**config.mk**
```make
export PLATFORM = sky130hd
export DESIGN_NAME = ordered_list_insert_delete_search_core
export DESIGN_NICKNAME = d
export VERILOG_FILES = /design/src/sv/olid_pkg.sv /design/src/sv/olid_cell.sv /design/src/sv/ordered_list_insert_delete_search_core.sv
export SDC_FILE = /design/constraint.sdc
export NUM_CORES = 2
export LEC_CHECK = 0
export BUFFER_PORTS_ARGS = -buffer_cell sky130_fd_sc_hd__buf_2
export CAP_MARGIN = 0
export CORE_MARGIN = 5
export CORE_UTILIZATION = 60
export CTS_CLUSTER_DIAMETER = 40
export DETAILED_ROUTE_END_ITERATION = 10
export PLACE_DENSITY = 0.76
export SLEW_MARGIN = 25
export SYNTH_ARGS = -nofsm -noshare
export SYNTH_HDL_FRONTEND = slang
export SYNTH_SLANG_ARGS = --single-unit
```
**constraint.sdc**
```tcl
create_clock -name clk -period 10.2 [get_ports clk]
set_input_delay 2.04 -clock clk [delete_from_list [all_inputs] [get_ports clk]]
set_output_delay 2.04 -clock clk [all_outputs]
set_load 0.005 [all_outputs]
```
**src/sv/olid_pkg.sv**
```systemverilog
`timescale 1ns / 1ps

package olid_pkg;

  typedef enum logic [1:0] {
    MODE_INSERT = 2'd0,
    MODE_DELETE = 2'd1,
    MODE_SEARCH = 2'd2,
    MODE_CHANGE = 2'd3
  } mode_t;

  typedef enum logic [2:0] {
    ST_OK        = 3'd0,
    ST_FULL      = 3'd1,
    ST_EMPTY     = 3'd2,
    ST_BAD_POS   = 3'd3,
    ST_NOT_FOUND = 3'd4
  } status_t;

  typedef enum logic [2:0] {
    CELL_NOP  = 3'd0,
    CELL_INS  = 3'd1,
    CELL_DEL  = 3'd2,
    CELL_CHG  = 3'd3,
    CELL_SRCH = 3'd4
  } cell_op_t;

  typedef struct packed {
    mode_t              mode;
    logic signed [31:0] value;
    logic [5:0]         position;
  } in_req_t;

  typedef struct packed {
    status_t    status;
    logic [5:0] found_position;
    logic [5:0] entry_count;
  } out_rsp_t;

  typedef struct packed {
    cell_op_t    op;
    logic [31:0] value;
    logic [5:0]  position;
  } cell_ctrl_t;

endpackage

```
**src/sv/olid_cell.sv**
```systemverilog
`timescale 1ns / 1ps

module olid_cell import olid_pkg::*; #(
  parameter int IDX = 0,
  parameter int CW  = 6
) (
  input  logic          clk,
  input  cell_ctrl_t    ctrl,
  input  logic [CW-1:0] count,
  input  logic [31:0]   left_entry,
  input  logic [31:0]   right_entry,
  output logic [31:0]   entry_out,
  output logic          match_out
);

  localparam int CMPW = ((CW > 6) ? CW : 6) + 1;
  localparam logic [CMPW-1:0] POS_I = CMPW'(IDX + 1);

  logic [31:0]     entry_r;
  logic [31:0]     entry_nxt;
  logic            match_r;
  logic            match_nxt;
  logic [CMPW-1:0] pos_w;
  logic [CMPW-1:0] cnt_w;

  assign pos_w = CMPW'(ctrl.position);
  assign cnt_w = CMPW'(count);

  always_comb begin
    entry_nxt = entry_r;
    match_nxt = match_r;
    case (ctrl.op)
      CELL_INS: begin
        if (pos_w == POS_I) begin
          entry_nxt = ctrl.value;
        end else if (pos_w < POS_I) begin
          entry_nxt = left_entry;
        end
      end
      CELL_DEL: begin
        if (pos_w <= POS_I) begin
          entry_nxt = right_entry;
        end
      end
      CELL_CHG: begin
        if (pos_w == POS_I) begin
          entry_nxt = ctrl.value;
        end
      end
      CELL_SRCH: begin
        match_nxt = (entry_r == ctrl.value) && (POS_I <= cnt_w);
      end
      default: begin
      end
    endcase
  end

  always_ff @(posedge clk) begin
    entry_r <= entry_nxt;
    match_r <= match_nxt;
  end

  assign entry_out = entry_r;
  assign match_out = match_r;

endmodule

```
**src/sv/ordered_list_insert_delete_search_core.sv**
```systemverilog
`timescale 1ns / 1ps
// Each result goes to res_r, then to the output register; one request is held at a time.
// Search: all cells compare at once, then the registered match bits
// are scanned eight per cycle until the first hit or the last group.
// A new request is taken as soon as the previous result sits in the output register, so
// a stalled output (out_valid high, out_ready low) holds off new requests.
// Synchronous active-low reset empties the list; entry storage is not cleared.
module ordered_list_insert_delete_search_core import olid_pkg::*; #(
  parameter int DEPTH = 32
) (
  input  logic     clk,
  input  logic     rst_n,
  input  logic     in_valid,
  output logic     in_ready,
  input  in_req_t  in_req,
  output logic     out_valid,
  input  logic     out_ready,
  output out_rsp_t out_rsp
);

  localparam int CW   = $clog2(DEPTH + 1);
  localparam int CMPW = ((CW > 6) ? CW : 6) + 1;
  localparam int NGRP = (DEPTH + 7) / 8;
  localparam int GW   = (NGRP > 1) ? $clog2(NGRP) : 1;

  typedef enum logic [2:0] {
    S_IDLE = 3'b001,
    S_SCAN = 3'b010,
    S_DONE = 3'b100
  } state_t;

  state_t          state_r, state_nxt;
  logic [CW-1:0]   count_r, count_nxt;
  logic [GW-1:0]   grp_r, grp_nxt;
  out_rsp_t        res_r, res_nxt;
  out_rsp_t        out_rsp_r, out_rsp_nxt;
  logic            out_valid_r, out_valid_nxt;

  cell_ctrl_t      ctrl;
  logic [31:0]     entry_vec [DEPTH];
  logic [DEPTH-1:0] match_vec;
  logic [NGRP*8-1:0] match_pad;
  logic [7:0]      grp_bits;
  logic [2:0]      hit_k;
  logic [GW+3:0]   hit_sum;
  logic            accept;
  logic            load_out;
  logic [CMPW-1:0] pos_w;
  logic [CMPW-1:0] cnt_w;

  genvar gi;
  generate
    for (gi = 0; gi < DEPTH; gi++) begin : g_cell
      logic [31:0] left_e;
      logic [31:0] right_e;
      if (gi == 0) begin : g_first
        assign left_e = '0;
      end else begin : g_mid_l
        assign left_e = entry_vec[gi-1];
      end
      if (gi == DEPTH - 1) begin : g_last
        assign right_e = '0;
      end else begin : g_mid_r
        assign right_e = entry_vec[gi+1];
      end
      olid_cell #(
        .IDX (gi),
        .CW  (CW)
      ) u_cell (
        .clk         (clk),
        .ctrl        (ctrl),
        .count       (count_r),
        .left_entry  (left_e),
        .right_entry (right_e),
        .entry_out   (entry_vec[gi]),
        .match_out   (match_vec[gi])
      );
    end
  endgenerate

  assign in_ready  = (state_r == S_IDLE);
  assign accept    = in_valid && in_ready;
  assign load_out  = (state_r == S_DONE) && (!out_valid_r || out_ready);
  assign pos_w     = CMPW'(in_req.position);
  assign cnt_w     = CMPW'(count_r);
  assign match_pad = (NGRP * 8)'(match_vec);
  assign grp_bits  = match_pad[{grp_r, 3'b000} +: 8];

  always_comb begin
    hit_k = 3'd0;
    for (int k = 7; k >= 0; k--) begin
      if (grp_bits[k]) begin
        hit_k = 3'(k);
      end
    end
  end

  assign hit_sum = (GW + 4)'({grp_r, hit_k}) + (GW + 4)'(1);

  always_comb begin
    state_nxt     = state_r;
    count_nxt     = count_r;
    grp_nxt       = grp_r;
    res_nxt       = res_r;
    out_rsp_nxt   = out_rsp_r;
    out_valid_nxt = out_valid_r;
    ctrl.op       = CELL_NOP;
    ctrl.value    = in_req.value;
    ctrl.position = in_req.position;

    if (out_valid_r && out_ready) begin
      out_valid_nxt = 1'b0;
    end

    case (state_r)
      S_IDLE: begin
        if (accept) begin
          res_nxt.status         = ST_OK;
          res_nxt.found_position = 6'd0;
          state_nxt              = S_DONE;
          case (in_req.mode)
            MODE_INSERT: begin
              if (count_r == CW'(DEPTH)) begin
                res_nxt.status = ST_FULL;
              end else if (pos_w == '0 || pos_w > cnt_w + CMPW'(1)) begin
                res_nxt.status = ST_BAD_POS;
              end else begin
                ctrl.op   = CELL_INS;
                count_nxt = count_r + CW'(1);
              end
            end
            MODE_DELETE: begin
              if (count_r == '0) begin
                res_nxt.status = ST_EMPTY;
              end else if (pos_w == '0 || pos_w > cnt_w) begin
                res_nxt.status = ST_BAD_POS;
              end else begin
                ctrl.op   = CELL_DEL;
                count_nxt = count_r - CW'(1);
              end
            end
            MODE_SEARCH: begin
              ctrl.op   = CELL_SRCH;
              grp_nxt   = '0;
              state_nxt = S_SCAN;
            end
            default: begin
              if (pos_w == '0 || pos_w > cnt_w) begin
                res_nxt.status = ST_BAD_POS;
              end else begin
                ctrl.op = CELL_CHG;
              end
            end
          endcase
          res_nxt.entry_count = 6'(count_nxt);
        end
      end
      S_SCAN: begin
        if (|grp_bits) begin
          res_nxt.status         = ST_OK;
          res_nxt.found_position = 6'(hit_sum);
          state_nxt              = S_DONE;
        end else if (grp_r == GW'(NGRP - 1)) begin
          res_nxt.status = ST_NOT_FOUND;
          state_nxt      = S_DONE;
        end else begin
          grp_nxt = grp_r + GW'(1);
        end
      end
      S_DONE: begin
        if (load_out) begin
          out_rsp_nxt   = res_r;
          out_valid_nxt = 1'b1;
          state_nxt     = S_IDLE;
        end
      end
      default: begin
        state_nxt = S_IDLE;
      end
    endcase
  end

  always_ff @(posedge clk) begin
    if (!rst_n) begin
      state_r     <= S_IDLE;
      count_r     <= '0;
      out_valid_r <= 1'b0;
      grp_r       <= '0;
    end else begin
      state_r     <= state_nxt;
      count_r     <= count_nxt;
      out_valid_r <= out_valid_nxt;
      grp_r       <= grp_nxt;
    end
  end

  always_ff @(posedge clk) begin
    res_r     <= res_nxt;
    out_rsp_r <= out_rsp_nxt;
  end

  assign out_valid = out_valid_r;
  assign out_rsp   = out_rsp_r;

endmodule
```
# After elaboration in Yosys (flattened, before gate mapping)
# Cells that the tools add are included.
# Widths: inputs -> output; s select.
dict set report totals {
  reg_bits 1098
  out_inout_bits 17
}
dict set report op_classes {
  mux 204
  order_cmp 98
  add_sub_neg 5
  reduce_logical 83
  n_shift 1
  n_eq_ne 178
}
# op count
set ops {}
lappend ops {{$mux 32} 128}
lappend ops {{$pmux 32 s3} 32}
lappend ops {{$eq 32x32->1} 32}
lappend ops {{$ne 2x1->1 const B} 66}
lappend ops {{$reduce_and 4->1} 32}
lappend ops {{$eq 6x5->1 const B} 16}
lappend ops {{$le 5x6->1 const A} 16}
lappend ops {{$le 6x5->1 const B} 16}
lappend ops {{$lt 6x5->1 const B} 16}
lappend ops {{$ne 3x1->1 const B} 32}
lappend ops {{$eq 6x4->1 const B} 8}
lappend ops {{$le 4x6->1 const A} 8}
lappend ops {{$le 6x4->1 const B} 8}
lappend ops {{$lt 6x4->1 const B} 8}
lappend ops {{$mux 3} 16}
lappend ops {{$logic_and 1x1->1} 35}
lappend ops {{$shiftx 32x6->8} 1}
lappend ops {{$mux 6} 5}
lappend ops {{$eq 6x3->1 const B} 4}
lappend ops {{$le 3x6->1 const A} 4}
lappend ops {{$le 6x3->1 const B} 4}
lappend ops {{$lt 6x3->1 const B} 4}
lappend ops {{$mux 2} 11}
lappend ops {{$pmux 3 s3} 2}
lappend ops {{43 further kinds} 65}

# Depth between registers and ports, before layout
dict set report logic_depth {
  depth_word 12
  depth_mapped 14
  mapped_depth_nobuf 11
}

# Cells and area by module
# From an unflattened synthesis, not the netlist that was laid out.
dict set report unflattened {
  hier_cells 5845
  area_unflattened_um2 70396.3
}
# module cells_each instances area_each_um2
set modules_own_cells {}
lappend modules_own_cells {{olid_cell (g_cell[17].u_cell ...)} 166 2 2065.7}
lappend modules_own_cells {{olid_cell (g_cell[19].u_cell ...)} 166 2 2064.5}
lappend modules_own_cells {ordered_list_insert_delete_search_core 252 1 2662.6}
lappend modules_own_cells {{olid_cell (g_cell[13].u_cell)} 194 1 2361.0}
lappend modules_own_cells {{olid_cell (g_cell[18].u_cell)} 196 1 2218.4}
lappend modules_own_cells {{olid_cell (g_cell[14].u_cell)} 194 1 2212.1}
lappend modules_own_cells {{olid_cell (g_cell[20].u_cell)} 168 1 2202.1}
lappend modules_own_cells {{olid_cell (g_cell[6].u_cell)} 194 1 2190.9}
lappend modules_own_cells {{olid_cell (g_cell[4].u_cell)} 195 1 2174.6}
lappend modules_own_cells {{olid_cell (g_cell[21].u_cell)} 166 1 2170.8}
lappend modules_own_cells {{olid_cell (g_cell[16].u_cell)} 196 1 2163.3}
lappend modules_own_cells {{olid_cell (g_cell[5].u_cell)} 196 1 2160.8}
lappend modules_own_cells {{olid_cell (g_cell[23].u_cell)} 195 1 2158.3}
lappend modules_own_cells {{olid_cell (g_cell[2].u_cell)} 194 1 2144.6}
lappend modules_own_cells {{+17 rows} n/a n/a n/a}

# Least setup slack after synthesis
# OpenSTA, ideal clock, no wires.
dict set report synth_timing {
  kind {in2reg}
  from {input in_req[0] (netlist name)}
  to {register g_cell[12].u_cell.entry_r[0], enable pin}
  slack_ns 3.538
  t_arrival_ns 6.192
  path_stages 12
  setup_time_ns 0.470
  required_time_ns 9.730
  cell_sequence {clkbuf_1 -> inv_1 -> ha_1 -> nand3_1 -> o22ai_1 -> o21bai_1 -> and3_1 -> clkbuf_1 -> o21bai_1 -> buf_2 -> nor2_1 -> a211oi_1}
}
dict set report synth_via {
  elab_chain_len 10
}
# element line
set synth_lines {}
lappend synth_lines {{from (decl)} ordered_list_insert_delete_search_core.sv:15} ;# input in_req_t in_req,
lappend synth_lines {{$gt 6x7->1 (tied with other cells)} ordered_list_insert_delete_search_core.sv:125} ;# end else if (pos_w == '0 || pos_w > cnt_w + CMPW'(1)) begin
lappend synth_lines {{$logic_or 1x1->1 (on tied branches)} {ordered_list_insert_delete_search_core.sv:125, ordered_list_insert_delete_search_core.sv:135, ordered_list_insert_delete_search_core.sv:148}}
lappend synth_lines {{$mux 1 / $mux 2 (equally long branches)} {ordered_list_insert_delete_search_core.sv:125, ordered_list_insert_delete_search_core.sv:135}}
lappend synth_lines {{$mux 1 / $mux 2 (equally long branches)} {ordered_list_insert_delete_search_core.sv:123, ordered_list_insert_delete_search_core.sv:133}}
lappend synth_lines {{$pmux 3 s3} ordered_list_insert_delete_search_core.sv:121} ;# case (in_req.mode)
lappend synth_lines {{$mux 3} ordered_list_insert_delete_search_core.sv:117} ;# if (accept) begin
lappend synth_lines {{$mux 3} ordered_list_insert_delete_search_core.sv:115} ;# case (state_r)
lappend synth_lines {{$eq 3x1->1 / $eq 3x2->1 (equally long branches)} olid_cell.sv:32} ;# case (ctrl.op)
lappend synth_lines {{$ne 3x1->1 (no source line) (tied with other cells)} n/a}
lappend synth_lines {{$reduce_and 4->1 (no source line) *} n/a}
lappend synth_lines {{to (signal assigned)} olid_cell.sv:59} ;# entry_r <= entry_nxt;
lappend synth_lines {{to (decl)} olid_cell.sv:19} ;# logic [31:0] entry_r;
# Mark *: on every way between the ends. The rest lies on a longest branch, timed or not.
# A chain may end at the register's enable or synchronous reset.

# Worst setup path after layout
dict set report layout_timing {
  from {input in_req[5] (netlist name)}
  to {register g_cell[21].u_cell.entry_r[4], data pin}
}
dict set report layout_via {
  elab_chain_len 9
}
# element line
set layout_lines {}
lappend layout_lines {{$gt 6x7->1 (tied with other cells)} ordered_list_insert_delete_search_core.sv:125}
lappend layout_lines {{$logic_or 1x1->1 (on tied branches)} {ordered_list_insert_delete_search_core.sv:125, ordered_list_insert_delete_search_core.sv:135, ordered_list_insert_delete_search_core.sv:148}}
lappend layout_lines {{$mux 1 / $mux 2 (equally long branches)} {ordered_list_insert_delete_search_core.sv:125, ordered_list_insert_delete_search_core.sv:135}}
lappend layout_lines {{$mux 1 / $mux 2 (equally long branches)} {ordered_list_insert_delete_search_core.sv:123, ordered_list_insert_delete_search_core.sv:133}}
lappend layout_lines {{$pmux 3 s3} ordered_list_insert_delete_search_core.sv:121}
lappend layout_lines {{$mux 3} ordered_list_insert_delete_search_core.sv:117}
lappend layout_lines {{$mux 3} ordered_list_insert_delete_search_core.sv:115}
lappend layout_lines {{$eq 3x2->1 / $eq 3x1->1 (equally long branches)} olid_cell.sv:32}
lappend layout_lines {{$pmux 32 s3 *} olid_cell.sv:32}
lappend layout_lines {{named net g_cell[21].u_cell.entry_nxt[4]} olid_cell.sv:20} ;# logic [31:0] entry_nxt;
lappend layout_lines {{to (signal assigned)} olid_cell.sv:59}
lappend layout_lines {{to (decl)} olid_cell.sv:19}
# Mark *: on every way through the listed nets, which the timed path passes. The rest lies on a longest branch.

==> reports/qor_table.md <==
| Parameter | This run | Unit |
|:---|:---|:---|
| Status | finished, violations left | - |
| Violated checks | DRC | - |
| Slew Limit Headroom | 0.151 | - |
| HPWL Detailed | 183000 | um |
| Placed Instances | 7571 | - |
| DP Worst Slack | 3.91 | ns |
| Deepest level of the CTS H-tree | 4 | - |
| Fraction of final layout cells with drive strength greater than 1 | 0.0982 | - |
| Clock buffer depth | 3 | - |
| Sequential element share of the synthesized area | 0.467 | - |
| Synth cell types | 63 | - |
| TNS Setup | 0 | ns |
| Kind of capture point of the worst setup path | register | - |
| Sum of routed wire length over all layers | 278000 | um |
| Warnings, synthesis | 0 | - |
| Met1 WL | 99100 | um |
| Last weighted congestion value of the routability-driven placer | 1.03 | - |
| Row count | 125 | - |
| Number of storage elements in the synthesis netlist | 1098 | - |
| Crit path setup slack, layout | 4.53 | ns |
| Endpoint required time on the critical path | 10.67 | ns |
| Remaining design rule violation count | 1 | - |
| Number of max-slew violations in the final report | 0 | - |
| Unrepaired setup endpoints after global routing | no | - |
| Clock edge transition at the registers on the reported setup and hold paths | 0.05 | ns |
| Post-Layout Cell Count | 7889 | - |
| Global-route wire length before repair | 394000 | um |
| Core utilization of the finished layout | 0.669 | - |
| EDFF count, synth | 1086 | - |
| Net count of the mapped netlist | 6565 | - |
| Number of buffers inserted by port buffering | 60 | - |
| Number of instances resized during post-cts repair | 0 | - |
| List of most frequent post-synthesis cells | edfxtp_1 (1086), nand2_1 (1060), mux2i_1 (962), o211ai_1 (962), xor2_1 (660) | - |
| Synthesized area divided by synthesized cell count | 10.8 | um^2 |
| Worst Max-Slew Pin Slew | 1.27 | ns |
| Minimum clock period after layout | 5.67 | ns |
| Final Cycle Share | 0.556 | - |
| Count of nets left with antenna violations after detail routing | 0 | - |
| Post-CTS setup buffer count | 0 | - |
| Maximum Capacitance Violations | 0 | - |
| Number of antenna violations at the first check in global routing | 4 | - |
| Setup violations, final | 0 | - |
| Most common cell in the netlist | edfxtp_1 | - |
| Predominant post-synthesis flop cell | edfxtp_1 | - |
| Vias | 58900 | - |
| Number of design-rule violations left by the first detailed-router iteration | 11900 | - |
| Setup CP Type | input pin to register | - |
| Clock tree from TritonCTS | done | - |
| Largest driver fanout on the critical path | 186 | - |
| Vias per std cell | 7.47 | - |
| Signed area change from the synthesized netlist to the final layout | 10.7 | % |
| Hold Crit Class | register to register | - |
| Vias in the first global route | 55500 | - |
| Detailed route wirelength on metal3 | 54300 | um |
| Filler Cells Inserted | 8613 | - |
| Ports placed on the boundary | 61 | - |
| Cell area after synthesis | 0.0704 | mm^2 |
| Proportion of netlist area held by the largest area contributor | 0.463 | - |
| Skew-Pair Late Insertion Delay | 0.79 | ns |
| Worst IR Drop VDD | 0.000163 | V |
| Cells after Synth | 6502 | - |
| Total routing resource utilization after global routing | 0.428 | - |
| CTS Root Buffer Type | clkbuf_16 | - |
| Count of endpoints failing hold in the final timing report | 0 | - |
| Cell area power density | 157 | mW/mm^2 |
| Top cells by area in the synthesized netlist | edfxtp_1 (46%), mux2i_1 (14%), o211ai_1 (10%) | - |
| Grt total ovfl | 0 | - |
| Lkg Pwr | 30.5 | nW |
| Critical path startpoint category | input pin | - |
| Clock Skews | 0.0315 | ns |
| Die area | 0.124 | mm^2 |
| Initial core utilization | 0.605 | - |
| Wire per inst | 35.3 | um |
| Met2 Routed Length | 106000 | um |
| Hold buffers post-CTS | 0 | - |
| Pre-Repair DR Iteration Count | 10 | - |
| Critical path data arrival time | 6.14 | ns |
| Width of the die | 352 | um |
| Number of nets in the layout | 6285 | - |
| Largest area contributor in the netlist | edfxtp_1 | - |
| Overall die height | 352 | um |
| Area of the placeable core | 0.116 | mm^2 |
| Number of CTS-inserted buffers | 167 | - |
| Largest net degree at the start of global routing | 236 | - |
| Highest metal layer used by the detailed router | met5 | - |
| Highest clock frequency the design can meet | 176 | MHz |
| CTS sink count | 1098 | - |
| Share of synthesized registers carrying an async set or reset | 0 | - |
==> state kept, by name, summed over array words and instances (netlist names) <==
| register | flops |
|---|---|
| g_cell.u_cell.match_out | 32 |
| out_valid | 1 |
| count_r | 6 |
| grp_r | 2 |
| state_r | 3 |
| g_cell.u_cell.entry_out | 1024 |
| res_r | 15 |
| out_rsp | 15 |
==> cell usage in the layout, fill, tap and decap left out, drive strengths merged, types with 65 or more instances in the layout <==
cell / count
o211ai: 962
buf: 220
edfxtp: 1086
clkinv: 65
xnor2: 374
clkbuf: 181
xor2: 660
nand4: 122
nand2: 1061
mux2i: 962
nor4: 186
==> report_power, final <==
part	internal, W	leakage (nW)	switching [W]
Combinational	0.000308	17.6	0.000663
Clock	0.00379	2.86	0.00236
Sequential	0.00504	9.97	0.0000915
==> path summary, 6_finish.rpt <==
| check | slack [ns] | depth (start not counted) | from | endpoint |
|---|---|---|---|---|
| max | 4.53 | 11 | in_req[5] | g_cell[21].u_cell.entry_out[4] |
| min | 0.42 | 0 | res_r[5] | out_rsp[5] |
| max reg2reg | 4.75 | 13 | count_r[2] | g_cell[1].u_cell.entry_out[10] |
| min reg2reg | 0.42 | 0 | res_r[5] | out_rsp[5] |
==> cells by family (layout without fill, tap and decap cells) <==
kind of cell             count (synthesis)  after routing  synth area share
AND/OR/NAND/NOR                       1532           1532            0.0963
AO/OA/AOI/OAI                         1161           1161             0.123
buffers and inverters                  687            549            0.0426
other                                    0              1                 0
flip-flops                            1098           1098             0.467
adder cells (fa/ha/maj)                 19             19           0.00338
multiplexers                           971            971             0.140
XOR/XNOR                              1034           1034             0.129
==> metrics by stage <==
stage / instance area, um^2 / hold WS (ns) / total power (W)
floorplan: 70400 / 0.400 / 0.00578
global placement: 71500 / 0.401 / 0.00610
detailed placement: 71700 / 0.405 / 0.00612
CTS: 77700 / 0.423 / 0.0122
global route: 77900 / 0.430 / 0.0125
finish: 77900 / 0.419 / 0.0123
==> worst max-delay path, stage by stage <==
cell      delay (ns)
buf_2           0.36
ha_1            0.32
and4_1          0.22
o21a_1          0.13
o31ai_4         0.44
nand2_2         0.21
nor3_4          0.34
buf_12          0.68
buf_12          0.38
buf_16          0.52
o211ai_1        0.21
==> routing by layer <==
metal,vias up,global-route usage
met5,-,0.00731
li1,23600,-
met4,4,0.224
met2,6269,0.554
met3,1020,0.213
met1,28000,0.584
==> layout make-up <==
class / count / area [um^2] / share of cell area
multi-input cells: 4717 / 35200 / 0.452
flip-flops and latches: 1098 / 32900 / 0.422
clock buffers: 181 / 4270 / 0.0549
repair buffers: 220 / 1940 / 0.0249
well taps: 1524 / 1910 / 0.0245
clock inverters: 130 / 1650 / 0.0211
inverters: 18 / 67.6 / 0.000868
diodes: 1 / 2.50 / 0.0000321
(Power assumes the default switching activity.)
